File: config.mk
export PLATFORM = sky130hd
export DESIGN_NAME = frame_rate_moving_average
export DESIGN_NICKNAME = d
export VERILOG_FILES = /design/src/rtl/frma_pkg.sv /design/src/rtl/frma_ram.sv /design/src/rtl/frame_rate_moving_average.sv
export VERILOG_INCLUDE_DIRS = /design/src /design/src/rtl
export SDC_FILE = /design/constraint.sdc
export NUM_CORES = 2
export LEC_CHECK = 0
export ABC_AREA = 1
export BUFFER_PORTS_ARGS = -buffer_cell sky130_fd_sc_hd__buf_4
export CORE_UTILIZATION = 63
export CTS_CLUSTER_SIZE = 14
export DETAILED_ROUTE_END_ITERATION = 6
export PLACE_DENSITY = 0.8
export SLEW_MARGIN = 20
export SYNTH_ARGS = -nofsm -noshare
export SYNTH_HDL_FRONTEND = slang
export SYNTH_HIERARCHICAL = 1
export SYNTH_SLANG_ARGS = --single-unit
File: constraint.sdc
create_clock -name clk -period 6 [get_ports clk]
set_input_delay 0.9 -clock clk [delete_from_list [all_inputs] [get_ports clk]]
set_output_delay 0.9 -clock clk [all_outputs]
set_load 0.01 [all_outputs]
File: src/rtl/frame_rate_moving_average_assert.svh
// ----------------------------------------------------------------------------
// frame rate moving average assertion macros
// concurrent check macros included by frame_rate_moving_average.sv
// ----------------------------------------------------------------------------
`ifndef FRAME_RATE_MOVING_AVERAGE_ASSERT_SVH
`define FRAME_RATE_MOVING_AVERAGE_ASSERT_SVH

// same-cycle implication
`define FRMA_ASSERT_NOW(label, clk, rst_n, ante, cons, msg) \
    label: assert property (@(posedge clk) disable iff (!rst_n) (ante) |-> (cons)) \
        else $error(msg);

// next-cycle implication
`define FRMA_ASSERT_NEXT(label, clk, rst_n, ante, cons, msg) \
    label: assert property (@(posedge clk) disable iff (!rst_n) (ante) |=> (cons)) \
        else $error(msg);

`endif

File: src/rtl/frma_pkg.sv
// ----------------------------------------------------------------------------
// frame rate moving average package
// window size, field widths and sequencer states
// ----------------------------------------------------------------------------
package frma_pkg;

    localparam int WINDOW   = 50;
    localparam int TIME_W   = 32;
    localparam int RATE_W   = 20;
    localparam int TOTAL_W  = RATE_W + $clog2(WINDOW);
    localparam int FILL_W   = $clog2(WINDOW + 1);
    localparam int SLOT_W   = $clog2(WINDOW);
    localparam int STEP_W   = $clog2(TOTAL_W);

    localparam logic [RATE_W-1:0] TICK_RATE_RESET = RATE_W'(1000);

    typedef enum logic [2:0] {
        S_IDLE,
        S_DIV_RATE,
        S_UPDATE,
        S_DIV_AVG,
        S_DONE
    } frma_state_t;

endpackage

File: src/rtl/frma_ram.sv
// ----------------------------------------------------------------------------
// frma generic ram
// single write port, single read port with registered read data
// ----------------------------------------------------------------------------
module frma_ram #(
    parameter int WIDTH = 20,
    parameter int DEPTH = 50
) (
    input  logic                     clk,
    input  logic                     we,
    input  logic [$clog2(DEPTH)-1:0] waddr,
    input  logic [WIDTH-1:0]         wdata,
    input  logic                     re,
    input  logic [$clog2(DEPTH)-1:0] raddr,
    output logic [WIDTH-1:0]         rdata
);

    logic [WIDTH-1:0] mem [DEPTH];

    always_ff @(posedge clk)
    begin
        if (we)
        begin
            mem[waddr] <= wdata;
        end
        if (re)
        begin
            rdata <= mem[raddr];
        end
    end

endmodule

File: src/rtl/frame_rate_moving_average.sv
// ----------------------------------------------------------------------------
// frame rate moving average
// averages tick_rate_hz / frame interval over the last WINDOW frames
// ----------------------------------------------------------------------------
// Each accepted frame_time word yields one frame_rate word, and in_ready is
// low until the sequencer returns to S_IDLE. The figure comes from one shared
// restoring divider that produces one quotient bit per cycle and runs twice
// per word: first for the instantaneous rate, then for the window average,
// with the S_UPDATE window update between the runs and S_DONE loading the
// output register once it is free. The rate history sits in a WINDOW-entry
// RAM; entries are only used once the window has filled, so no clearing pass
// follows reset. A finished word waits in the output register and the next
// frame_time word may be accepted meanwhile.
module frame_rate_moving_average (
    input  logic                        clk,
    input  logic                        rst_n,
    input  logic                        cfg_we,
    input  logic [frma_pkg::RATE_W-1:0] cfg_wdata,
    input  logic                        in_valid,
    output logic                        in_ready,
    input  logic [frma_pkg::TIME_W-1:0] frame_time,
    output logic                        out_valid,
    input  logic                        out_ready,
    output logic [frma_pkg::RATE_W-1:0] frame_rate
);

    import frma_pkg::*;

`include "frame_rate_moving_average_assert.svh"

    frma_state_t         state_reg, state_next;

    logic [RATE_W-1:0]   tick_rate_reg;
    logic [TIME_W-1:0]   last_time_reg, last_time_next;
    logic                diff_zero_reg, diff_zero_next;
    logic [TOTAL_W-1:0]  total_reg, total_next;
    logic [FILL_W-1:0]   fill_reg, fill_next;
    logic [SLOT_W-1:0]   slot_reg, slot_next;
    logic [STEP_W-1:0]   step_reg, step_next;

    logic [TOTAL_W-1:0]  div_dvd_reg, div_dvd_next;
    logic [TIME_W-1:0]   div_dsr_reg, div_dsr_next;
    logic [TIME_W-1:0]   div_rem_reg, div_rem_next;

    logic                out_valid_reg, out_valid_next;
    logic [RATE_W-1:0]   out_rate_reg, out_rate_next;

    logic [TIME_W:0]     rem_shift;
    logic [TIME_W:0]     dsr_ext;
    logic                fits;
    logic [TIME_W:0]     rem_sub;
    logic [TIME_W-1:0]   rem_step;
    logic [TOTAL_W-1:0]  dvd_step;
    logic                last_step;

    logic                full;
    logic [RATE_W-1:0]   rate;
    logic [TOTAL_W-1:0]  total_upd;
    logic [FILL_W-1:0]   fill_upd;

    logic                ram_we;
    logic                ram_re;
    logic [RATE_W-1:0]   ram_rdata;
    logic                in_accept;

    frma_ram #(
        .WIDTH (RATE_W),
        .DEPTH (WINDOW)
    ) u_ring (
        .clk   (clk),
        .we    (ram_we),
        .waddr (slot_reg),
        .wdata (rate),
        .re    (ram_re),
        .raddr (slot_reg),
        .rdata (ram_rdata)
    );

    // shared divider step, one quotient bit per cycle
    assign rem_shift = {div_rem_reg, div_dvd_reg[TOTAL_W-1]};
    assign dsr_ext   = {1'b0, div_dsr_reg};
    assign fits      = (rem_shift >= dsr_ext);
    assign rem_sub   = rem_shift - dsr_ext;
    assign rem_step  = fits ? rem_sub[TIME_W-1:0] : rem_shift[TIME_W-1:0];
    assign dvd_step  = {div_dvd_reg[TOTAL_W-2:0], fits};
    assign last_step = (step_reg == STEP_W'(TOTAL_W - 1));

    // window update
    assign full      = (fill_reg == FILL_W'(WINDOW));
    assign rate      = diff_zero_reg ? '0 : div_dvd_reg[RATE_W-1:0];
    assign total_upd = total_reg - (full ? TOTAL_W'(ram_rdata) : '0) + TOTAL_W'(rate);
    assign fill_upd  = full ? fill_reg : fill_reg + FILL_W'(1);

    assign in_ready  = (state_reg == S_IDLE);
    assign in_accept = in_valid && in_ready;
    assign ram_re    = in_accept;
    assign ram_we    = (state_reg == S_UPDATE);

    assign out_valid  = out_valid_reg;
    assign frame_rate = out_rate_reg;

    always_ff @(posedge clk or negedge rst_n)
    begin
        if (!rst_n)
        begin
            state_reg     <= S_IDLE;
            tick_rate_reg <= TICK_RATE_RESET;
            last_time_reg <= '0;
            total_reg     <= '0;
            fill_reg      <= '0;
            slot_reg      <= '0;
            step_reg      <= '0;
            out_valid_reg <= 1'b0;
        end
        else
        begin
            state_reg     <= state_next;
            last_time_reg <= last_time_next;
            total_reg     <= total_next;
            fill_reg      <= fill_next;
            slot_reg      <= slot_next;
            step_reg      <= step_next;
            out_valid_reg <= out_valid_next;
            if (cfg_we)
            begin
                tick_rate_reg <= cfg_wdata;
            end
        end
    end

    always_ff @(posedge clk)
    begin
        diff_zero_reg <= diff_zero_next;
        div_dvd_reg   <= div_dvd_next;
        div_dsr_reg   <= div_dsr_next;
        div_rem_reg   <= div_rem_next;
        out_rate_reg  <= out_rate_next;
    end

    always_comb
    begin
        state_next     = state_reg;
        last_time_next = last_time_reg;
        diff_zero_next = diff_zero_reg;
        total_next     = total_reg;
        fill_next      = fill_reg;
        slot_next      = slot_reg;
        step_next      = step_reg;
        div_dvd_next   = div_dvd_reg;
        div_dsr_next   = div_dsr_reg;
        div_rem_next   = div_rem_reg;
        out_valid_next = out_valid_reg && !out_ready;
        out_rate_next  = out_rate_reg;

        unique case (state_reg)
            S_IDLE:
            begin
                if (in_valid)
                begin
                    last_time_next = frame_time;
                    div_dsr_next   = frame_time - last_time_reg;
                    diff_zero_next = (frame_time == last_time_reg);
                    div_dvd_next   = TOTAL_W'(tick_rate_reg);
                    div_rem_next   = '0;
                    step_next      = '0;
                    state_next     = S_DIV_RATE;
                end
            end
            S_DIV_RATE, S_DIV_AVG:
            begin
                div_dvd_next = dvd_step;
                div_rem_next = rem_step;
                step_next    = step_reg + STEP_W'(1);
                if (last_step)
                begin
                    state_next = (state_reg == S_DIV_RATE) ? S_UPDATE : S_DONE;
                end
            end
            S_UPDATE:
            begin
                total_next   = total_upd;
                fill_next    = fill_upd;
                slot_next    = (slot_reg == SLOT_W'(WINDOW - 1)) ? '0 : slot_reg + SLOT_W'(1);
                div_dvd_next = total_upd;
                div_dsr_next = TIME_W'(fill_upd);
                div_rem_next = '0;
                step_next    = '0;
                state_next   = S_DIV_AVG;
            end
            S_DONE:
            begin
                if (!out_valid_reg || out_ready)
                begin
                    out_valid_next = 1'b1;
                    out_rate_next  = div_dvd_reg[RATE_W-1:0];
                    state_next     = S_IDLE;
                end
            end
            default:
            begin
                state_next = S_IDLE;
            end
        endcase
    end

    `FRMA_ASSERT_NOW(a_fill_bound, clk, rst_n, 1'b1, fill_reg <= FILL_W'(WINDOW), "fill count above window")
    `FRMA_ASSERT_NOW(a_slot_bound, clk, rst_n, 1'b1, slot_reg < SLOT_W'(WINDOW), "write slot out of range")
    `FRMA_ASSERT_NEXT(a_start_div, clk, rst_n, in_accept, state_reg == S_DIV_RATE, "accepted word did not start the rate division")
    `FRMA_ASSERT_NEXT(a_done_out, clk, rst_n, state_reg == S_DONE && (!out_valid_reg || out_ready), out_valid_reg && state_reg == S_IDLE, "finished average not presented")

endmodule

# Word-level counts from Yosys, hierarchy flattened
# Memory sizes are Yosys's and may differ from the RTL's. A register that Yosys moved wholly into a read port is not among the register bits.
# Index checks and enable logic that the tools add are counted.
dict set report totals {
  wordCells 69
  ff_bits 210
  memories 1
  ramBits 1000
  in_bits 57
}
dict set report classes {
  mux 22
  n_reduce_logical 14
  eq_ne 11
  n_lt_le_gt_ge 1
  addsub 7
}
# memory depth word_bits rd rd_clocked_by_memory_dff write_ports line_no
set mem_list {}
lappend mem_list {u_ring.mem 50 20 1 1 1 frma_ram.sv:18} ;# logic [WIDTH-1:0] mem [DEPTH];
# operator count
set ops {}
lappend ops {{two-way mux 32 bit} 3}
lappend ops {{case mux 32 bit (3 select lines)} 1}
lappend ops {{case mux 26 bit (3 select lines)} 1}
lappend ops {{case mux 32 bit (2 select lines)} 1}
lappend ops {{subtractor 32 bit} 2}
lappend ops {{two-way mux 20 bit} 2}
lappend ops {{greater-or-equal comparator 33 x 32 -> 1 bit} 1}
lappend ops {{== test 32 bit} 1}
lappend ops {{adder 26 x 20 -> 26 bit} 1}
lappend ops {{two-way mux 26 bit} 1}
lappend ops {{subtractor 26 x 20 -> 26 bit} 1}
lappend ops {{case mux 5 bit (3 select lines)} 1}
lappend ops {{adder 6 x 1 -> 6 bit (second input constant)} 2}
lappend ops {{== test 6 bit (second input constant)} 2}
lappend ops {{two-way mux 3 bit} 4}
lappend ops {{two-way mux 6 bit} 2}
lappend ops {{case mux 3 bit (4 select lines)} 1}
lappend ops {{AND reduction 2 bit} 4}
lappend ops {{== test 3 x 2 -> 1 bit (second input constant)} 2}
lappend ops {{!= test 2 bit (second input constant)} 3}
lappend ops {{adder 5 x 1 -> 5 bit (second input constant)} 1}
lappend ops {{== test 5 bit (second input constant)} 1}
lappend ops {{two-way mux 5 bit} 1}
lappend ops {{two-way mux 1 bit} 4}
lappend ops {{other kinds (10)} 12}

# Depth between registers and ports, before layout
dict set report logic_depth {
  depth_word 5
  mapped_depth 22
  mapped_depth_nobuf 21
}

# By module
# Netlist, hierarchy kept.
# mod instances seq_area_each_um2 cells_each area_each_um2
set by_module_without_submodules {}
lappend by_module_without_submodules {frma_ram 1 30629.4 3414 41120.7}
lappend by_module_without_submodules {frame_rate_moving_average 1 5818.1 2159 15543.7}

# Least setup slack after synthesis
# Ideal clock, no wire load.
dict set report synth_path {
  kind {register to register}
  from {register diff_zero_reg}
  to {register div_dvd_reg[12], data pin}
  path_buffers 1
  t_required_ps 5741
  setup_time_ps 259
  path_slack_ps 1801
  arrival_time_ps 3941
  stages_incl_launch_ff 15
  path_cell_list {edfxtp_1 -> clkbuf_1 -> nor2_1 -> inv_1 -> fa_1 -> fa_1 -> inv_1 -> nand3_1 -> nand2_1 -> nand2_1 -> nand3_1 -> a21oi_1 -> or2_2 -> nand2_1 -> nand3_1}
}
dict set report synth_via {
  elab_chain_len 3
}
# item line_no
set synth_lines {}
lappend synth_lines {{start, declared} frame_rate_moving_average.sv:35} ;# logic diff_zero_reg, diff_zero_next;
lappend synth_lines {{start signal, assigned} frame_rate_moving_average.sv:133} ;# diff_zero_reg <= diff_zero_next;
lappend synth_lines {{two-way mux 20 bit} frame_rate_moving_average.sv:90} ;# assign rate = diff_zero_reg ? '0 : div_dvd_reg[RATE_W-1:0];
lappend synth_lines {{net rate[1]} frame_rate_moving_average.sv:57} ;# logic [RATE_W-1:0] rate;
lappend synth_lines {{adder 26 x 20 -> 26 bit} frame_rate_moving_average.sv:91} ;# assign total_upd = total_reg - (full ? TOTAL_W'(ram_rdata) : '0) + TOTAL_W'(rate);
lappend synth_lines {{case mux 26 bit (3 select lines)} frame_rate_moving_average.sv:155} ;# unique case (state_reg)
lappend synth_lines {{net div_dvd_next[12]} frame_rate_moving_average.sv:41} ;# logic [TOTAL_W-1:0] div_dvd_reg, div_dvd_next;
lappend synth_lines {{end signal, assigned} frame_rate_moving_average.sv:134} ;# div_dvd_reg <= div_dvd_next;
lappend synth_lines {{end, declared} frame_rate_moving_average.sv:41}
# The timed path passes the listed nets, and every way through them passes these cells.
# A chain may end at the register's enable or synchronous reset.

# Worst setup path after layout
dict set report layout_path {
  from {register diff_zero_reg}
  to {register div_dvd_reg[18], data pin}
}
# The elaborated chain is that of the path after synthesis.

==> flow_summary_export.csv <==
group,metric,value,unit
job,max_cap_viol_count,0,
yosys,synthesis.area,56700,um2
final_layout,nNetsFinal,5795,
floorplan,die_area,91100,um2
timing,max_clock_freq,0.239,GHz
power_and_ir_drop,pwr-share-clk,22.7,%
timing,finalMaxSlewViolations,0,
timing,fin_worst_hold_slack,0.181,ns
yosys,netlist-cell-type-count,47,
hold_path,min-delay-path-class,"input port to asynchronous set/reset pin",
floorplan,horizontal_die_dimension,302,um
clocking,clock_tree.buffer_depth,3,
outcome,status,"finished, violations left",
clocking,insertion_delay,0.74,ns
yosys,postSynthCellCount,5573,
worst_setup_path,end_kind,"register",
route,route.detailed.drc,8,
timing,tightest_slew,1.26,ns
worst_setup_path,criticalPathCategory,"register to register",
worst_setup_path,critical_path_required,6.43,ns
final_layout,synthToLayoutAreaGrowth,9.72,%
global_routing,number_of_antenna_violations_at_the_first_check_in_global_routing,4,
worst_setup_path,worstPathArrival,4.60,ns
timing,max_slew_margin,16.3,%
global_routing,grt_pass1_vias,40481,
place,place_worst_setup_slack,1.94,ns
yosys,postSynthAreaPerCell,10.2,um2
worst_setup_path,critical_path.max_fanout,51,
final_layout,multiInputGateArea,17400,um2
yosys,synth_warnings,6,
global_routing,largest_net_degree_at_the_start_of_global_routing,206,
final_layout,area_used_by_sequential_logic_in_the_layout,36500,um2
timing,final-setup-viol-count,0,
timing,layout_min_cycle_time,4.18,ns
global_routing,grt_pass1_wl,229000,um
clocking,post-cts-setup-buffers,0,
yosys,synthTopCellsByArea,"sky130_fd_sc_hd__edfxtp_1 (60%), sky130_fd_sc_hd__nand2_1 (11%), sky130_fd_sc_hd__nand3_1 (6.7%)",
place,io_buffer_count,78,
yosys,asyncSetResetFlopFracSynth,8.05,%
final_layout,fillcell_total,6245,
clocking,postCtsHoldBufs,0,
floorplan,initial_utilization,63.8,%
global_routing,grt_usage,33.0,%
yosys,synth.cells.most_frequent,"sky130_fd_sc_hd__nand2_1 (1,600), sky130_fd_sc_hd__edfxtp_1 (1,131), sky130_fd_sc_hd__nand3_1 (762)",
clocking,total_cts_buffers,118,
timing,hold_viol_final,0,
yosys,synth.top_cell.area_share,59.9,%
route,post_drt_wl_per_cell,21.8,um
place,post-dp-hpwl,89000,um
yosys,synth-main-ff-cell,"sky130_fd_sc_hd__edfxtp_1",
floorplan,floorplan.rows,109,
floorplan,core_region_area,88800,um2
yosys,seq_total_area_yosys,64.3,%
power_and_ir_drop,swShare,41.4,%
clocking,cts_tree,"built",
clocking,tritoncts_num_sinks,1230,
power_and_ir_drop,power_switching,13.2,mW
timing,setup_ws,1.82,ns
power_and_ir_drop,p_int,18.6,mW
route,post_drt_via_cell_ratio,6.02,
route,dr.pass1.iters,7,
clocking,root_buffer,"sky130_fd_sc_hd__clkbuf_16",
power_and_ir_drop,power.share.sequential,35.4,%
route,dr.first_iter.drc_count,5529,
final_layout,layout.core_utilization,70.0,%
power_and_ir_drop,power_frac_comb,42.0,%
final_layout,regMostFlops,"u_ring/mem",
yosys,yosys_register_bits,1230,
floorplan,io-pin-count,79,
place,placed_cells_incl_taps,6666,
final_layout,drive_gt1_share,8.50,%
worst_setup_path,cp-start-kind,"register",
power_and_ir_drop,max-vdd-ir-drop,0.000557,V
power_and_ir_drop,cellLeakagePower,24.9,nW
global_routing,global_route.overflow_total,0,
yosys,yosys.cell_count.top_type,"sky130_fd_sc_hd__nand2_1",
outcome,violations_in_the_final_reports,"DRC",
floorplan,die_h,302,um
timing,grt_setup_unrepaired,"false",
route,postRouteWirelength,150000,um
timing,post-route-period-util,69.6,%
route,vias,41484,
clocking,clk_pin_slew_worst_paths,0.06,ns
yosys,synth_nets,5747,
clocking,post_cts_sizing,0,
timing,skew,0.0750,ns
route,route.antenna.remaining_nets,0,
yosys,synth_largest_area_cell,"sky130_fd_sc_hd__edfxtp_1",
place,gpl.final_weighted_congestion,0.955,
final_layout,finish.cell_count_without_fillers,6887,
yosys,synth_enable_flop_cells,1131,
clocking,cts_max_level,3,
timing,setup_tns,0,ns
final_layout,largest_register_ffs,1000,
power_and_ir_drop,p_per_area,511,nW/um2
[power groups by stage]
stage          sequential, mW  combinational [mW]  clock [mW]
2_1_floorplan            11.2                9.47           0
3_3_place_gp             11.4                12.7           0
3_5_place_dp             11.4                13.0           0
4_1_cts                  11.2                13.1        7.24
5_1_grt                  11.3                14.7        7.56
6_report                 11.2                13.3        7.21
[stage by stage]
step | power [mW] | cell area [um2]
floorplan | 20.6 | 56700
global placement | 24.1 | 58400
detailed placement | 24.4 | 58400
CTS | 31.6 | 62200
global route | 33.6 | 62200
finish | 31.8 | 62200
[area by class of cell]
class,count,area share [%]
antenna,3,0.0121
clock buffer,161,5.22
clock inverter,57,0.817
inverter,452,2.76
multi-input combinational,3639,27.9
sequential,1230,58.6
tap,1165,2.34
timing repair buffer,180,2.29
[worst max-delay path, stage by stage (launching register included)]
cell	delay (ns)
sky130_fd_sc_hd__edfxtp_1	0.63
sky130_fd_sc_hd__nor2_4	0.93
sky130_fd_sc_hd__inv_1	0.11
sky130_fd_sc_hd__ha_1	0.33
sky130_fd_sc_hd__inv_1	0.07
sky130_fd_sc_hd__ha_1	0.17
sky130_fd_sc_hd__inv_1	0.07
sky130_fd_sc_hd__fa_1	0.40
sky130_fd_sc_hd__inv_1	0.07
sky130_fd_sc_hd__nand3_1	0.06
sky130_fd_sc_hd__nand2_1	0.22
sky130_fd_sc_hd__a21oi_1	0.15
sky130_fd_sc_hd__o21bai_1	0.29
sky130_fd_sc_hd__nand2_1	0.12
sky130_fd_sc_hd__nand2_1	0.08
sky130_fd_sc_hd__nand2_1	0.05
sky130_fd_sc_hd__nand3_1	0.08
sky130_fd_sc_hd__nand2_1	0.06
[cell families (layout without fill, tap and decap cells)]
logic type,Yosys count,count (layout),synth area share [%]
adders and majority gates,117,117,2.87
and+or+nand+nor,3020,3020,22.4
buffers and inverters,704,850,5.46
muxes,11,11,0.219
AOI/OAI and AO/OA,468,468,4.39
DFF,1230,1230,64.3
other,0,3,0
xor gates and xnor gates,23,23,0.356
[placed cells by master, fill, tap and decap left out, types with 6 or more instances in the layout]
master,Yosys,final
sky130_fd_sc_hd__nand2_1,1600,1600
sky130_fd_sc_hd__edfxtp_1,1131,1131
sky130_fd_sc_hd__nand3_1,762,762
sky130_fd_sc_hd__nor2_1,530,470
sky130_fd_sc_hd__inv_1,438,436
sky130_fd_sc_hd__o21ai_0,195,195
sky130_fd_sc_hd__buf_4,23,174
sky130_fd_sc_hd__a21oi_1,160,159
sky130_fd_sc_hd__clkbuf_16,0,120
sky130_fd_sc_hd__ha_1,95,95
sky130_fd_sc_hd__dfrtp_1,93,89
sky130_fd_sc_hd__o21ai_1,58,58
sky130_fd_sc_hd__nor2_2,11,56
sky130_fd_sc_hd__clkbuf_1,79,32
sky130_fd_sc_hd__nor3_1,26,26
sky130_fd_sc_hd__nand3b_1,24,24
sky130_fd_sc_hd__fa_1,22,22
sky130_fd_sc_hd__clkinv_2,0,22
sky130_fd_sc_hd__xor2_1,21,21
sky130_fd_sc_hd__clkinv_1,4,20
sky130_fd_sc_hd__nand4_1,19,19
sky130_fd_sc_hd__nor2_4,2,17
sky130_fd_sc_hd__o211ai_1,17,17
sky130_fd_sc_hd__mux2_2,11,11
sky130_fd_sc_hd__inv_2,10,10
sky130_fd_sc_hd__nand3_2,10,10
sky130_fd_sc_hd__nand2_2,9,9
sky130_fd_sc_hd__clkbuf_8,0,9
sky130_fd_sc_hd__o221ai_1,8,8
sky130_fd_sc_hd__and2_1,8,8
sky130_fd_sc_hd__or2_2,7,7
sky130_fd_sc_hd__o21a_1,7,7
sky130_fd_sc_hd__o21bai_1,6,6
sky130_fd_sc_hd__dfstp_2,6,6
[path summary, 6_finish.rpt]
kind	start	end	slack, ns	cells after the start
max	diff_zero_reg$_DFFE_PP_	div_dvd_reg[18]$_DFFE_PP_	1.82	17
min	rst_n	last_time_reg[9]$_DFFE_PN0P_	0.18	1
max reg2reg	diff_zero_reg$_DFFE_PP_	div_dvd_reg[18]$_DFFE_PP_	1.82	17
min reg2reg	div_dvd_reg[1]$_DFFE_PP_	frame_rate[1]$_DFFE_PP_	0.46	0
max in group asynchronous	rst_n	slot_reg[2]$_DFFE_PN0P_	4.35	2
min in group clk	cfg_wdata[5]	tick_rate_reg[5]$_DFFE_PN1P_	0.40	3
[routing by layer]
| layer | vias to the layer above | GRT usage [%] | share of wire (%) |
|---|---|---|---|
| li1 | 18961 | - | - |
| met3 | 442 | 4.73 | 9.4 |
| met5 | - | 0 | 0.015 |
| met4 | 4 | 18.3 | 5.8 |
| met2 | 2381 | 54.8 | 48 |
| met1 | 19696 | 42.2 | 37 |
No activity file was read; power rests on OpenSTA's default activity.
